**src/rtl/core/anbs_pkg.sv**
```systemverilog
`timescale 1ns / 1ps
`default_nettype none
// ----------------------------------------------------------------------------
// anbs_pkg: shared types and constants of the annex b splitter
// result beat layout, the per-byte result burst and stream byte codes
// ----------------------------------------------------------------------------
package anbs_pkg;

   localparam int unsigned ByteW             = 8;
   localparam int unsigned TypeW             = 5;
   // most result beats one stream byte can release
   localparam int unsigned MaxBurst          = 5;
   localparam int unsigned BurstCntW         = 3;
   localparam int unsigned QueueDepthDefault = 8;
   localparam int unsigned ResultUserW       = TypeW + 2;

   localparam logic [ByteW-1:0] ByteZero = 8'h00;
   localparam logic [ByteW-1:0] ByteOne  = 8'h01;
   localparam logic [ByteW-1:0] TypeMask = 8'h1f;

   // zero run length a start code needs, and the one at which it becomes long
   localparam logic [1:0] RunShort = 2'd2;
   localparam logic [1:0] RunLong  = 2'd3;

   typedef struct packed {
      logic [ByteW-1:0] payload_byte;
      logic             first_of_unit;
      logic             last_of_unit;
      logic [TypeW-1:0] unit_type;
      logic             long_start_code;
   } result_type;

   typedef struct packed {
      logic [BurstCntW-1:0]        count;
      result_type [MaxBurst-1:0]   item;
   } burst_type;

endpackage
`default_nettype wire

```
**src/rtl/core/anbs_parse.sv**
```systemverilog
`timescale 1ns / 1ps
`default_nettype none
// ----------------------------------------------------------------------------
// anbs_parse: input register and start code scanner
// registers each stream byte, tracks zero runs and the held-back payload byte,
// and hands the result beats of one byte to the queue as a burst
// ----------------------------------------------------------------------------
module anbs_parse (
   input  wire logic                      clock,
   input  wire logic                      reset,
   input  wire logic                      req_tvalid,
   output logic                           req_tready,
   input  wire logic [anbs_pkg::ByteW-1:0] req_tdata,
   input  wire logic                      req_tlast,
   input  wire logic                      room,
   output anbs_pkg::burst_type            burst
);
   import anbs_pkg::*;

   logic             in_valid_ff, in_valid_in;
   logic [ByteW-1:0] in_byte_ff;
   logic             in_eos_ff;

   logic             inside_ff, inside_in;
   logic [1:0]       zero_run_ff, zero_run_in;
   logic             held_valid_ff, held_valid_in;
   logic [ByteW-1:0] held_byte_ff, held_byte_in;
   logic             held_first_ff, held_first_in;
   logic [TypeW-1:0] type_ff, type_in;
   logic             long_ff, long_in;
   logic             awaiting_ff, awaiting_in;

   logic fire;

   assign fire       = in_valid_ff & room;
   assign req_tready = ~in_valid_ff | room;
   assign in_valid_in = req_tready ? req_tvalid : in_valid_ff;

   always_ff @(posedge clock) begin
      if (req_tvalid && req_tready) begin
         in_byte_ff <= req_tdata;
         in_eos_ff  <= req_tlast;
      end
   end

   always_ff @(posedge clock) begin
      if (reset) begin
         in_valid_ff   <= 1'b0;
         inside_ff     <= 1'b0;
         zero_run_ff   <= '0;
         held_valid_ff <= 1'b0;
         held_byte_ff  <= '0;
         held_first_ff <= 1'b0;
         type_ff       <= '0;
         long_ff       <= 1'b0;
         awaiting_ff   <= 1'b0;
      end else begin
         in_valid_ff   <= in_valid_in;
         inside_ff     <= inside_in;
         zero_run_ff   <= zero_run_in;
         held_valid_ff <= held_valid_in;
         held_byte_ff  <= held_byte_in;
         held_first_ff <= held_first_in;
         type_ff       <= type_in;
         long_ff       <= long_in;
         awaiting_ff   <= awaiting_in;
      end
   end

   // the beats of one byte are: the held byte, then pushed zeros, then the
   // new byte; all but the newest go out unless the unit closes here
   always_comb begin
      logic                 is_zero;
      logic                 is_start;
      logic                 push_byte;
      logic [1:0]           run_mid;
      logic [BurstCntW-1:0] n_main;
      logic [BurstCntW-1:0] n_eos;
      logic [BurstCntW-1:0] n_zero;
      logic [BurstCntW-1:0] pushes;
      logic [BurstCntW-1:0] seq_len;
      logic [BurstCntW-1:0] emit_cnt;
      logic [BurstCntW-1:0] pos;
      logic [BurstCntW-1:0] rel;
      logic                 closing;
      logic                 push_any;
      logic [TypeW-1:0]     hdr_type;
      logic [TypeW-1:0]     emit_type;

      is_zero   = (in_byte_ff == ByteZero);
      is_start  = (in_byte_ff == ByteOne) && (zero_run_ff >= RunShort);
      push_byte = 1'b0;
      n_main    = '0;
      run_mid   = '0;
      if (is_zero) begin
         run_mid = (zero_run_ff == RunLong) ? RunLong : zero_run_ff + 2'd1;
         n_main  = {{(BurstCntW-1){1'b0}}, (zero_run_ff == RunLong) && inside_ff};
      end else if (!is_start) begin
         push_byte = inside_ff;
         n_main    = inside_ff ? {1'b0, zero_run_ff} : '0;
      end
      n_eos    = (in_eos_ff && inside_ff) ? {1'b0, run_mid} : '0;
      n_zero   = n_main + n_eos;
      pushes   = n_zero + {{(BurstCntW-1){1'b0}}, push_byte};
      seq_len  = pushes + {{(BurstCntW-1){1'b0}}, held_valid_ff};
      closing  = is_start || (in_eos_ff && inside_ff);
      push_any = (pushes != '0);
      if (closing) begin
         emit_cnt = seq_len;
      end else if (seq_len != '0) begin
         emit_cnt = seq_len - 3'd1;
      end else begin
         emit_cnt = '0;
      end

      // a header pushed here is a zero if any zero goes ahead of the byte
      hdr_type  = (n_zero != '0) ? '0 : in_byte_ff[TypeW-1:0];
      emit_type = (awaiting_ff && push_any) ? hdr_type : type_ff;

      burst.count = fire ? emit_cnt : '0;
      for (int i = 0; i < MaxBurst; i++) begin
         pos = BurstCntW'(i);
         rel = pos - {{(BurstCntW-1){1'b0}}, held_valid_ff};
         burst.item[i].unit_type       = emit_type;
         burst.item[i].long_start_code = long_ff;
         burst.item[i].last_of_unit    = closing && (pos == seq_len - 3'd1);
         if (held_valid_ff && (pos == '0)) begin
            burst.item[i].payload_byte  = held_byte_ff;
            burst.item[i].first_of_unit = held_first_ff;
         end else begin
            burst.item[i].payload_byte  = (rel < n_zero) ? ByteZero : in_byte_ff;
            burst.item[i].first_of_unit = awaiting_ff && (rel == '0);
         end
      end

      inside_in     = inside_ff;
      zero_run_in   = zero_run_ff;
      held_valid_in = held_valid_ff;
      held_byte_in  = held_byte_ff;
      held_first_in = held_first_ff;
      type_in       = type_ff;
      long_in       = long_ff;
      awaiting_in   = awaiting_ff;
      if (fire) begin
         if (in_eos_ff) begin
            // end of stream: everything back to the reset picture
            inside_in     = 1'b0;
            zero_run_in   = '0;
            held_valid_in = 1'b0;
            held_byte_in  = '0;
            held_first_in = 1'b0;
            type_in       = '0;
            long_in       = 1'b0;
            awaiting_in   = 1'b0;
         end else begin
            zero_run_in = run_mid;
            if (is_start) begin
               inside_in     = 1'b1;
               awaiting_in   = 1'b1;
               long_in       = (zero_run_ff == RunLong);
               held_valid_in = 1'b0;
            end else if (push_any) begin
               held_valid_in = 1'b1;
               held_byte_in  = push_byte ? in_byte_ff : ByteZero;
               held_first_in = awaiting_ff && (pushes == 3'd1);
               awaiting_in   = 1'b0;
               if (awaiting_ff) begin
                  type_in = hdr_type;
               end
            end
         end
      end
   end

   a_held_inside : assert property (@(posedge clock) disable iff (reset)
      held_valid_ff |-> inside_ff)
      else $error("held byte outside a unit");

   a_header_unheld : assert property (@(posedge clock) disable iff (reset)
      awaiting_ff |-> !held_valid_ff)
      else $error("byte held while the header is still awaited");

   a_burst_size : assert property (@(posedge clock) disable iff (reset)
      (burst.count != '0) |-> (fire && (burst.count <= BurstCntW'(MaxBurst))))
      else $error("burst without an accepted byte or too long");

endmodule
`default_nettype wire

```
**src/rtl/core/anbs_result_queue.sv**
```systemverilog
`timescale 1ns / 1ps
`default_nettype none
// ----------------------------------------------------------------------------
// anbs_result_queue: result beat queue
// takes a burst of up to five beats per cycle and drives them out one a beat
// ----------------------------------------------------------------------------
module anbs_result_queue #(
   parameter int unsigned Depth = anbs_pkg::QueueDepthDefault
) (
   input  wire logic                             clock,
   input  wire logic                             reset,
   input  wire anbs_pkg::burst_type              burst,
   output logic                                  room,
   output logic                                  rsp_tvalid,
   input  wire logic                             rsp_tready,
   output logic [anbs_pkg::ByteW-1:0]            rsp_tdata,
   output logic                                  rsp_tlast,
   output logic [anbs_pkg::ResultUserW-1:0]      rsp_tuser
);
   import anbs_pkg::*;

   localparam int unsigned PtrW = $clog2(Depth);
   localparam int unsigned CntW = $clog2(Depth + 1);

   result_type       mem_ff [Depth];
   logic [PtrW-1:0]  wr_ptr_ff, wr_ptr_in;
   logic [PtrW-1:0]  rd_ptr_ff, rd_ptr_in;
   logic [CntW-1:0]  count_ff, count_in;
   logic             pop;
   result_type       head;

   // pointer plus a small step, wrapped at the depth
   function automatic logic [PtrW-1:0] wrap_add(input logic [PtrW-1:0] base,
                                                input logic [BurstCntW-1:0] step);
      logic [PtrW:0] sum;
      sum = {1'b0, base} + (PtrW+1)'(step);
      if (sum >= (PtrW+1)'(Depth)) begin
         sum = sum - (PtrW+1)'(Depth);
      end
      return sum[PtrW-1:0];
   endfunction

   assign room       = (count_ff <= CntW'(Depth - MaxBurst));
   assign rsp_tvalid = (count_ff != '0);
   assign pop        = rsp_tvalid & rsp_tready;
   assign head       = mem_ff[rd_ptr_ff];
   assign rsp_tdata  = head.payload_byte;
   assign rsp_tlast  = head.last_of_unit;
   assign rsp_tuser  = {head.long_start_code, head.unit_type, head.first_of_unit};

   assign wr_ptr_in = wrap_add(wr_ptr_ff, burst.count);
   assign rd_ptr_in = wrap_add(rd_ptr_ff, {{(BurstCntW-1){1'b0}}, pop});
   assign count_in  = count_ff + CntW'(burst.count) - CntW'(pop);

   always_ff @(posedge clock) begin
      for (int k = 0; k < MaxBurst; k++) begin
         if (BurstCntW'(k) < burst.count) begin
            mem_ff[wrap_add(wr_ptr_ff, BurstCntW'(k))] <= burst.item[k];
         end
      end
   end

   always_ff @(posedge clock) begin
      if (reset) begin
         wr_ptr_ff <= '0;
         rd_ptr_ff <= '0;
         count_ff  <= '0;
      end else begin
         wr_ptr_ff <= wr_ptr_in;
         rd_ptr_ff <= rd_ptr_in;
         count_ff  <= count_in;
      end
   end

   a_count_bound : assert property (@(posedge clock) disable iff (reset)
      count_ff <= CntW'(Depth))
      else $error("queue fill beyond depth");

   a_write_room : assert property (@(posedge clock) disable iff (reset)
      (burst.count != '0) |-> room)
      else $error("burst written without room");

   a_count_track : assert property (@(posedge clock) disable iff (reset)
      !$past(reset) |-> (count_ff == $past(count_ff) + CntW'($past(burst.count))
                                     - CntW'($past(pop))))
      else $error("queue fill out of step with writes and reads");

endmodule
`default_nettype wire

```
**src/rtl/core/annexb_nal_unit_splitter.sv**
```systemverilog
`timescale 1ns / 1ps
`default_nettype none
// ----------------------------------------------------------------------------
// annexb_nal_unit_splitter: h.264 annex b start code splitter
// cuts an annex b byte stream into nal unit payload beats
// ----------------------------------------------------------------------------
// usage
//   req_ carries the byte stream, one byte per beat in req_tdata; req_tlast
//   marks the final byte of the stream and closes the open unit
//   rsp_ carries payload beats with start codes removed; rsp_tlast marks the
//   last byte of a unit, rsp_tuser holds the header flag, unit type and
//   long start code flag
//   every byte position is tested for 00 00 01 and 00 00 00 01
// timing
//   one byte per cycle sustained while the queue has room; a byte is
//   registered in the input register, its beats are written into the result
//   queue when it has room and are then taken from the queue head
//   the zero run, up to three zeros, and one further beat are held back until
//   the unit end is known, so beats may trail their byte by several stream bytes
//   a byte releases at most five beats; the input register advances when the
//   queue has room for a whole burst; an empty input register is always ready
// reset and stall
//   synchronous reset empties the queue and drops back to hunting for a
//   start code; a stalled receiver holds the head beat, and once the queue
//   fills the input side stops taking bytes; nothing is lost
// ----------------------------------------------------------------------------
module annexb_nal_unit_splitter #(
   parameter int unsigned QUEUE_DEPTH = anbs_pkg::QueueDepthDefault
) (
   input  wire logic                        clock,
   input  wire logic                        reset,
   // stream byte side
   input  wire logic                        req_tvalid,
   output logic                             req_tready,
   input  wire logic [anbs_pkg::ByteW-1:0]  req_tdata,   // [7:0] data_byte
   input  wire logic                        req_tlast,   // end_of_stream
   // payload beat side
   output logic                             rsp_tvalid,
   input  wire logic                        rsp_tready,
   output logic [anbs_pkg::ByteW-1:0]       rsp_tdata,   // [7:0] payload_byte
   output logic                             rsp_tlast,   // last_of_unit
   // [0] first_of_unit, [5:1] unit_type, [6] long_start_code
   output logic [anbs_pkg::ResultUserW-1:0] rsp_tuser
);
   import anbs_pkg::*;

   // beats released by the byte in the input register
   burst_type burst;
   // queue can absorb a full burst
   logic      room;

   anbs_parse u_parse (
      .clock      (clock),
      .reset      (reset),
      .req_tvalid (req_tvalid),
      .req_tready (req_tready),
      .req_tdata  (req_tdata),
      .req_tlast  (req_tlast),
      .room       (room),
      .burst      (burst)
   );

   anbs_result_queue #(
      .Depth (QUEUE_DEPTH)
   ) u_queue (
      .clock      (clock),
      .reset      (reset),
      .burst      (burst),
      .room       (room),
      .rsp_tvalid (rsp_tvalid),
      .rsp_tready (rsp_tready),
      .rsp_tdata  (rsp_tdata),
      .rsp_tlast  (rsp_tlast),
      .rsp_tuser  (rsp_tuser)
   );

endmodule
`default_nettype wire
```
**config.mk**
```make
export PLATFORM = sky130hd
export DESIGN_NAME = annexb_nal_unit_splitter
export DESIGN_NICKNAME = d
export VERILOG_FILES = /design/src/rtl/core/anbs_pkg.sv /design/src/rtl/core/anbs_parse.sv /design/src/rtl/core/anbs_result_queue.sv /design/src/rtl/core/annexb_nal_unit_splitter.sv
export SDC_FILE = /design/constraint.sdc
export NUM_CORES = 1
export LEC_CHECK = 0
export ABC_AREA = 1
export BUFFER_PORTS_ARGS = -buffer_cell sky130_fd_sc_hd__clkbuf_2
export CAP_MARGIN = 20
export CORE_ASPECT_RATIO = 2
export CORE_MARGIN = 1
export CORE_UTILIZATION = 50
export DETAILED_ROUTE_END_ITERATION = 6
export PLACE_DENSITY = 0.64
export REMOVE_ABC_BUFFERS = 1
export SLEW_MARGIN = 20
export SYNTH_ARGS = -nofsm -noshare
export SYNTH_HDL_FRONTEND = slang
export SYNTH_SLANG_ARGS = --single-unit
```
**constraint.sdc**
```tcl
create_clock -name clock -period 5 [get_ports clock]
set_input_delay 1 -clock clock [delete_from_list [all_inputs] [get_ports clock]]
set_output_delay 1 -clock clock [all_outputs]
set_load 0.01 [all_outputs]
```
==> flow_metrics.py, run 1 <==
metrics = {
    "clocking": {
        "clk_latency_ns": 0.46,
        "clk_pin_slew_worst_paths_ns": 0.07,
        "clk_path_buf_depth": 2,
        "cts_buffers": 17,
        "clockRootBuffer": "clkbuf_16",
        "h-tree-depth": 4,
        "clock-sinks": 168,
        "postCtsHoldBufs": 0,
        "tritoncts": "yes",
    },
    "setup_path": {
        "max_stage_delay_ns": 0.47,
        "cp-end-kind": "register",
        "r2r-start": "u_parse.in_byte_ff[2]",
        "cp.required_ns": 5.21,
        "cp_common_cell": "nand2_1",
        "cp-start-kind": "register",
        "cp.arrival_ns": 4.84,
        "reg2reg_slack_ns": 0.38,
        "crit_fanout": 8,
        "r2r_cells": 26,
        "rr_endpoint": "u_queue.mem_ff[5][9]",
        "path_class": "reg -> reg",
        "worst_path_max_delay_cell": "fa_1",
    },
    "pwr": {
        "p_comb_share_pct": 30.3,
        "leakagePower_nw": 5.65,
        "power.switching_mw": 1.42,
        "p_seq_share_pct": 39.9,
        "ir_worst_vdd_mv": 0.333,
        "power.density_nw_per_um2": 310,
        "switching_share_pct": 35.6,
        "p_int_mw": 2.58,
        "pwr-share-clk_pct": 29.8,
        "p_total_mw": 4.00,
    },
    "layout": {
        "area.sequential_um2": 4740,
        "final_common_cell": "nand2_1",
        "final_cells": 1961,
        "finalNetCount": 1704,
        "syn_to_final_growth_pct": 9.61,
        "fillers": 2274,
        "layout_common_cells": "nand2_1, nor2_1, inv_1",
        "multi_input_area_um2": 5900,
        "drive_gt1_share_pct": 10.0,
        "n_antenna_cell": 0,
    },
    "synth": {
        "synth-edff-count": 137,
        "yosysWarnings": 0,
        "synth.top_cell.area_share_pct": 35.0,
        "async_reset_ff_share_pct": 0,
        "synth-seq-cells": 168,
        "netlist_area_um2": 11800,
        "synth_cell_type_count": 44,
        "synth_flop_cell": "edfxtp_1",
        "synth.area.top_cells": "edfxtp_1, nand2_1, nor2_1, o21ai_0, inv_1",
        "synth_cells": 1642,
        "syn_avg_cell_area_um2": 7.17,
        "yosys.area.top_type": "edfxtp_1",
        "synth-seq-area-share_pct": 40.2,
    },
    "detailed_routing": {
        "ant_nets": 0,
        "drc_errors": 0,
        "finalWirelength_um": 43900,
        "dr.pass1.iters": 6,
        "wl_per_cell_um": 22.4,
        "viasPerCell": 5.94,
        "drtIter0Drc": 1234,
        "via_count": 11657,
    },
    "timing": {
        "whs_ns": 0.462,
        "fin_crit_ns": 4.62,
        "final-hold-violation-count": 0,
        "skew_ns": 0.00928,
        "max_freq_mhz": 216,
        "maxSlewViolCount": 0,
        "post-route-period-util_pct": 92.5,
        "worstMarginPinSlew_ns": 1.19,
        "slew_headroom_pct": 20.4,
        "finalSetupViolCount": 0,
        "rsz0062_at_grt": "false",
        "fin_setup_tns_ns": 0,
    },
    "job": {
        "maxCapViolCount": 0,
    },
    "grt": {
        "grt_usage_pct": 36.4,
        "gr-total-overflow": 0,
        "grt_use_met3_pct": 5.22,
        "grt_pass1_wl_um": 65100,
        "busiest_layer": "met2",
        "grtUsageMet2_pct": 66.4,
        "grt_pass1_vias": 11188,
        "antenna_found_initial": 1,
        "grt_max_degree": 66,
        "grt_use_met1_pct": 37.1,
    },
    "floorplan": {
        "core.rowCount": 79,
        "core_region_area_um2": 23100,
        "die_h_um": 219,
        "start_util_pct": 50.9,
        "fp.dieW_um": 110,
        "dieArea_um2": 24200,
        "pin_count": 31,
    },
    "placement": {
        "io_buffers": 30,
        "place_hpwl_um": 33500,
        "dp.cells": 1929,
        "gp_congestion": 0.961,
    },
    "hold_path": {
        "worstHoldStart": "u_parse.held_byte_ff[4]",
        "hold_path_depth": 2,
        "hold_class": "reg -> reg",
        "holdPathEnd": "u_parse.held_byte_ff[4]",
    },
    "status": {
        "outcome": "finished, final reports clean",
    },
}
cell type report:
cell class	instances	area share, %
Multi-Input combinational cell	1207	45.8
Sequential cell	168	36.7
Timing Repair Buffer	97	5.68
Inverter	176	5.16
Clock buffer	18	3.33
Tap cell	283	2.75
Clock inverter	12	0.621
state kept, by name, summed over array words and instances, names as in the netlist, 2 cells and up:
signal                cells
u_queue.mem_ff          128
u_parse.held_byte_ff      8
u_parse.in_byte_ff        8
u_parse.type_ff           5
u_queue.count_ff          4
u_queue.rd_ptr_ff         3
u_queue.wr_ptr_ff         3
u_parse.zero_run_ff       2
power groups by stage:
stage | Combinational, mW | Clock, mW | Sequential, mW
final | 1.21 | 1.19 | 1.59
after global routing | 1.35 | 1.26 | 1.60
after CTS | 1.20 | 1.21 | 1.59
after detailed placement | 1.20 | 0 | 1.62
after global placement | 1.18 | 0 | 1.62
after floorplan | 0.723 | 0 | 1.67
worst max-delay path by stage:
stage	startpoint	cells past startpoint	slack, ns	to
after global placement	u_parse.in_byte_ff[5]	23	0.25	u_queue.mem_ff[2][10]
after detailed placement	u_parse.in_byte_ff[5]	23	0.18	u_queue.mem_ff[2][15]
final	u_parse.in_byte_ff[2]	26	0.38	u_queue.mem_ff[5][9]
after CTS	u_parse.in_byte_ff[5]	23	0.16	u_queue.mem_ff[2][15]
after global routing	u_parse.in_byte_ff[2]	24	0.007	u_queue.mem_ff[1][10]
after floorplan	u_parse.in_byte_ff[1]	21	-0.92	u_queue.mem_ff[1][0]
cell families (layout without fill, tap and decap cells):
logic type               count (synthesis)  after routing  synth area share, %
AO/OA/AOI/OAI                          280            280                 12.8
flip-flops                             168            168                 40.2
adder cells (fa/ha/maj)                 24             24                 2.74
AND/OR/NAND/NOR                        898            898                 34.0
buffers and inverters                  267            303                 9.92
XOR/XNOR                                 5              5                0.372
metal layers:
metal | share of wire, % | vias up | wire, µm
li1 | - | 5569 | -
met2 | 51 | 544 | 22600
met3 | 5.4 | 221 | 2370
met1 | 35 | 5321 | 15200
met4 | 8.6 | 2 | 3760
met5 | 0.039 | - | 17
metrics by stage:
stage | util (%) | cell area, µm² | setup WS (ns)
3_5_place_dp | 53.2 | 12300 | 0.184
5_1_grt | 55.8 | 12900 | 0.00665
4_1_cts | 55.4 | 12800 | 0.157
2_1_floorplan | - | 11300 | -0.915
6_report | 55.8 | 12900 | 0.377
3_3_place_gp | 53.2 | 12300 | 0.249
critical path, delay by kind of cell (launching register included):
family	cells	cell delay [ns]
AND/OR/NAND/NOR	16	1.71
adder cells (fa/ha/maj)	4	1.38
buffers and inverters	5	0.68
flip-flops	1	0.45
AO/OA/AOI/OAI	1	0.15
synth_stat cells (10+ instances only):
library cell  instances
o21ai_1              33
a21oi_1              37
buf_6                10
dfxtp_1              31
edfxtp_1            137
buf_2                22
nand3_1             119
ha_1                 21
clkbuf_1             46
o21ai_0             152
nor3_1               17
nand2_1             421
nor2_1              218
a31oi_1              24
o22ai_1              16
inv_1               166
nand4_1              83
timing repair:
item,CTS,global route
setup buffers,0,1
resized for setup,0,10
setup endpoints to repair,0,171
(Power assumes the default switching activity.)
==> run 2: changes to the inputs <==
Settings changed: CORE_UTILIZATION 50 to 40, PLACE_DENSITY 0.64 to 0.53.
==> run 2 against run 1 <==
  * Critical path depth fell by 3
  * Clock power is 11% higher
  * Count of clock-buffer cells in the layout decreased by 1
  * Non-clock buffer count is 2 lower
==> flow_metrics.py, run 2 (synthesis gave the netlist of run 1 again) <==
metrics = {
    "status": {
        "outcome": "finished, final reports clean",
    },
    "clocking": {
        "clk_path_buf_depth": 2,
        "clk_pin_slew_worst_paths_ns": 0.07,
        "clockRootBuffer": "clkbuf_16",
        "cts_buffers": 17,
        "h-tree-depth": 4,
        "clk_latency_ns": 0.45,
        "tritoncts": "yes",
        "clock-sinks": 168,
        "postCtsHoldBufs": 0,
    },
    "setup_path": {
        "cp-end-kind": "register",
        "path_class": "reg -> reg",
        "cp.arrival_ns": 4.81,
        "cp-start-kind": "register",
        "crit_fanout": 9,
        "cp.required_ns": 5.17,
    },
    "detailed_routing": {
        "dr.pass1.iters": 6,
        "ant_nets": 0,
        "wl_per_cell_um": 21.2,
        "via_count": 11273,
        "drtIter0Drc": 1029,
        "drc_errors": 0,
        "viasPerCell": 5.53,
        "finalWirelength_um": 43200,
    },
    "timing": {
        "fin_setup_tns_ns": 0,
        "rsz0062_at_grt": "true",
        "fin_crit_ns": 4.63,
        "slew_headroom_pct": 36.4,
        "finalSetupViolCount": 0,
        "whs_ns": 0.457,
        "post-route-period-util_pct": 92.6,
        "maxSlewViolCount": 0,
        "final-hold-violation-count": 0,
        "worst_slack_ns": 0.369,
        "worstMarginPinSlew_ns": 0.950,
        "max_freq_mhz": 216,
        "skew_ns": 0.0124,
    },
    "floorplan": {
        "core_region_area_um2": 28800,
        "core.rowCount": 88,
        "pin_count": 31,
        "dieArea_um2": 30100,
        "fp.dieW_um": 123,
        "die_h_um": 245,
        "start_util_pct": 40.8,
    },
    "grt": {
        "antenna_found_initial": 0,
        "grt_max_degree": 66,
        "gr-total-overflow": 0,
        "grt_pass1_wl_um": 65200,
        "grt_pass1_vias": 11022,
        "grt_usage_pct": 29.9,
    },
    "layout": {
        "multi_input_area_um2": 5920,
        "area.sequential_um2": 4740,
        "finalNetCount": 1702,
        "layout_common_cells": "nand2_1, nor2_1, inv_1",
        "final_common_cell": "nand2_1",
        "regMostFlops": "u_queue.mem_ff",
        "n_antenna_cell": 0,
        "largest_reg_flops": 128,
        "syn_to_final_growth_pct": 11.3,
        "drive_gt1_share_pct": 10.4,
        "top_regs": "u_queue.mem_ff: 128 flops, u_parse.held_byte_ff: 8 flops, u_parse.in_byte_ff: 8 flops",
        "final_cells": 2038,
        "fillers": 3062,
    },
    "pwr": {
        "leakagePower_nw": 5.65,
        "ir_worst_vdd_mv": 0.215,
        "power.density_nw_per_um2": 313,
        "p_total_mw": 4.10,
    },
    "placement": {
        "post-place-ws_ns": 0.180,
        "io_buffers": 30,
        "dp.cells": 2006,
        "gp_congestion": 0.967,
        "place_hpwl_um": 33900,
    },
    "job": {
        "maxCapViolCount": 0,
    },
    "hold_path": {
        "hold_class": "reg -> reg",
    },
}
[run 2: critical path, stage by stage (launching register included)]
cell and delay, ns:
edfxtp_1 0.45, nor2_1 0.11, nand2_1 0.07, nor2_2 0.17
inv_1 0.07, nor2_2 0.17, inv_1 0.08, a21oi_1 0.16
inv_1 0.06, nor2_1 0.09, ha_1 0.18, fa_1 0.47
ha_1 0.34, ha_1 0.37, inv_1 0.12, nor2_1 0.06
nand2_2 0.15, inv_1 0.09, nor2_4 0.17, nand2_4 0.12
nand3_2 0.13, clkinv_1 0.33, nand2_1 0.24, nand4_1 0.13
[run 2: worst paths after layout]
kind | startpoint | endpoint | slack [ns] | cells past startpoint
worst max register to register | u_parse.in_byte_ff[2] | u_queue.mem_ff[7][6] | 0.37 | 23
worst max-delay path | u_parse.in_byte_ff[2] | u_queue.mem_ff[7][6] | 0.37 | 23
worst min register to register | u_parse.held_byte_ff[7] | u_parse.held_byte_ff[7] | 0.46 | 2
worst min-delay path | u_parse.held_byte_ff[7] | u_parse.held_byte_ff[7] | 0.46 | 2
[run 2: where the power goes]
group	switching [mW]	internal [mW]	leakage [nW]	total, mW
Sequential	0.0254	1.57	1.51	1.59
Combinational	0.814	0.380	3.86	1.19
Clock	0.611	0.706	0.278	1.32
[run 2: area by class of cell]
class,instances,share of cell area (%)
timing repair buffer,95,5.58
sequential,168,36.2
clock buffer,17,3.25
tap,360,3.44
multi-input combinational,1207,45.2
inverter,176,5.09
clock inverter,15,1.27
[run 2: repair_timing]
| action | CTS | global route |
|---|---|---|
| gates resized for setup | 0 | 16 |
| hold endpoints to repair | 0 | 0 |
| setup endpoints to repair | 0 | 192 |
| setup buffers | 0 | 0 |
[run 2: metal layers]
layer	share of wire, %	track usage [%]	vias up
met3	3.9	3.80	152
met2	52	53.5	423
met4	7.9	21.6	0
met1	36	31.3	5140
li1	-	-	5558
met5	0	0	-
[run 2: per-stage QoR]
step | utilization (%) | instance area (µm²)
final | 45.4 | 13100
after global routing | 45.4 | 13100
after CTS | 45.1 | 13000
after detailed placement | 43.1 | 12400
after global placement | 43.1 | 12400
after floorplan | - | 11300
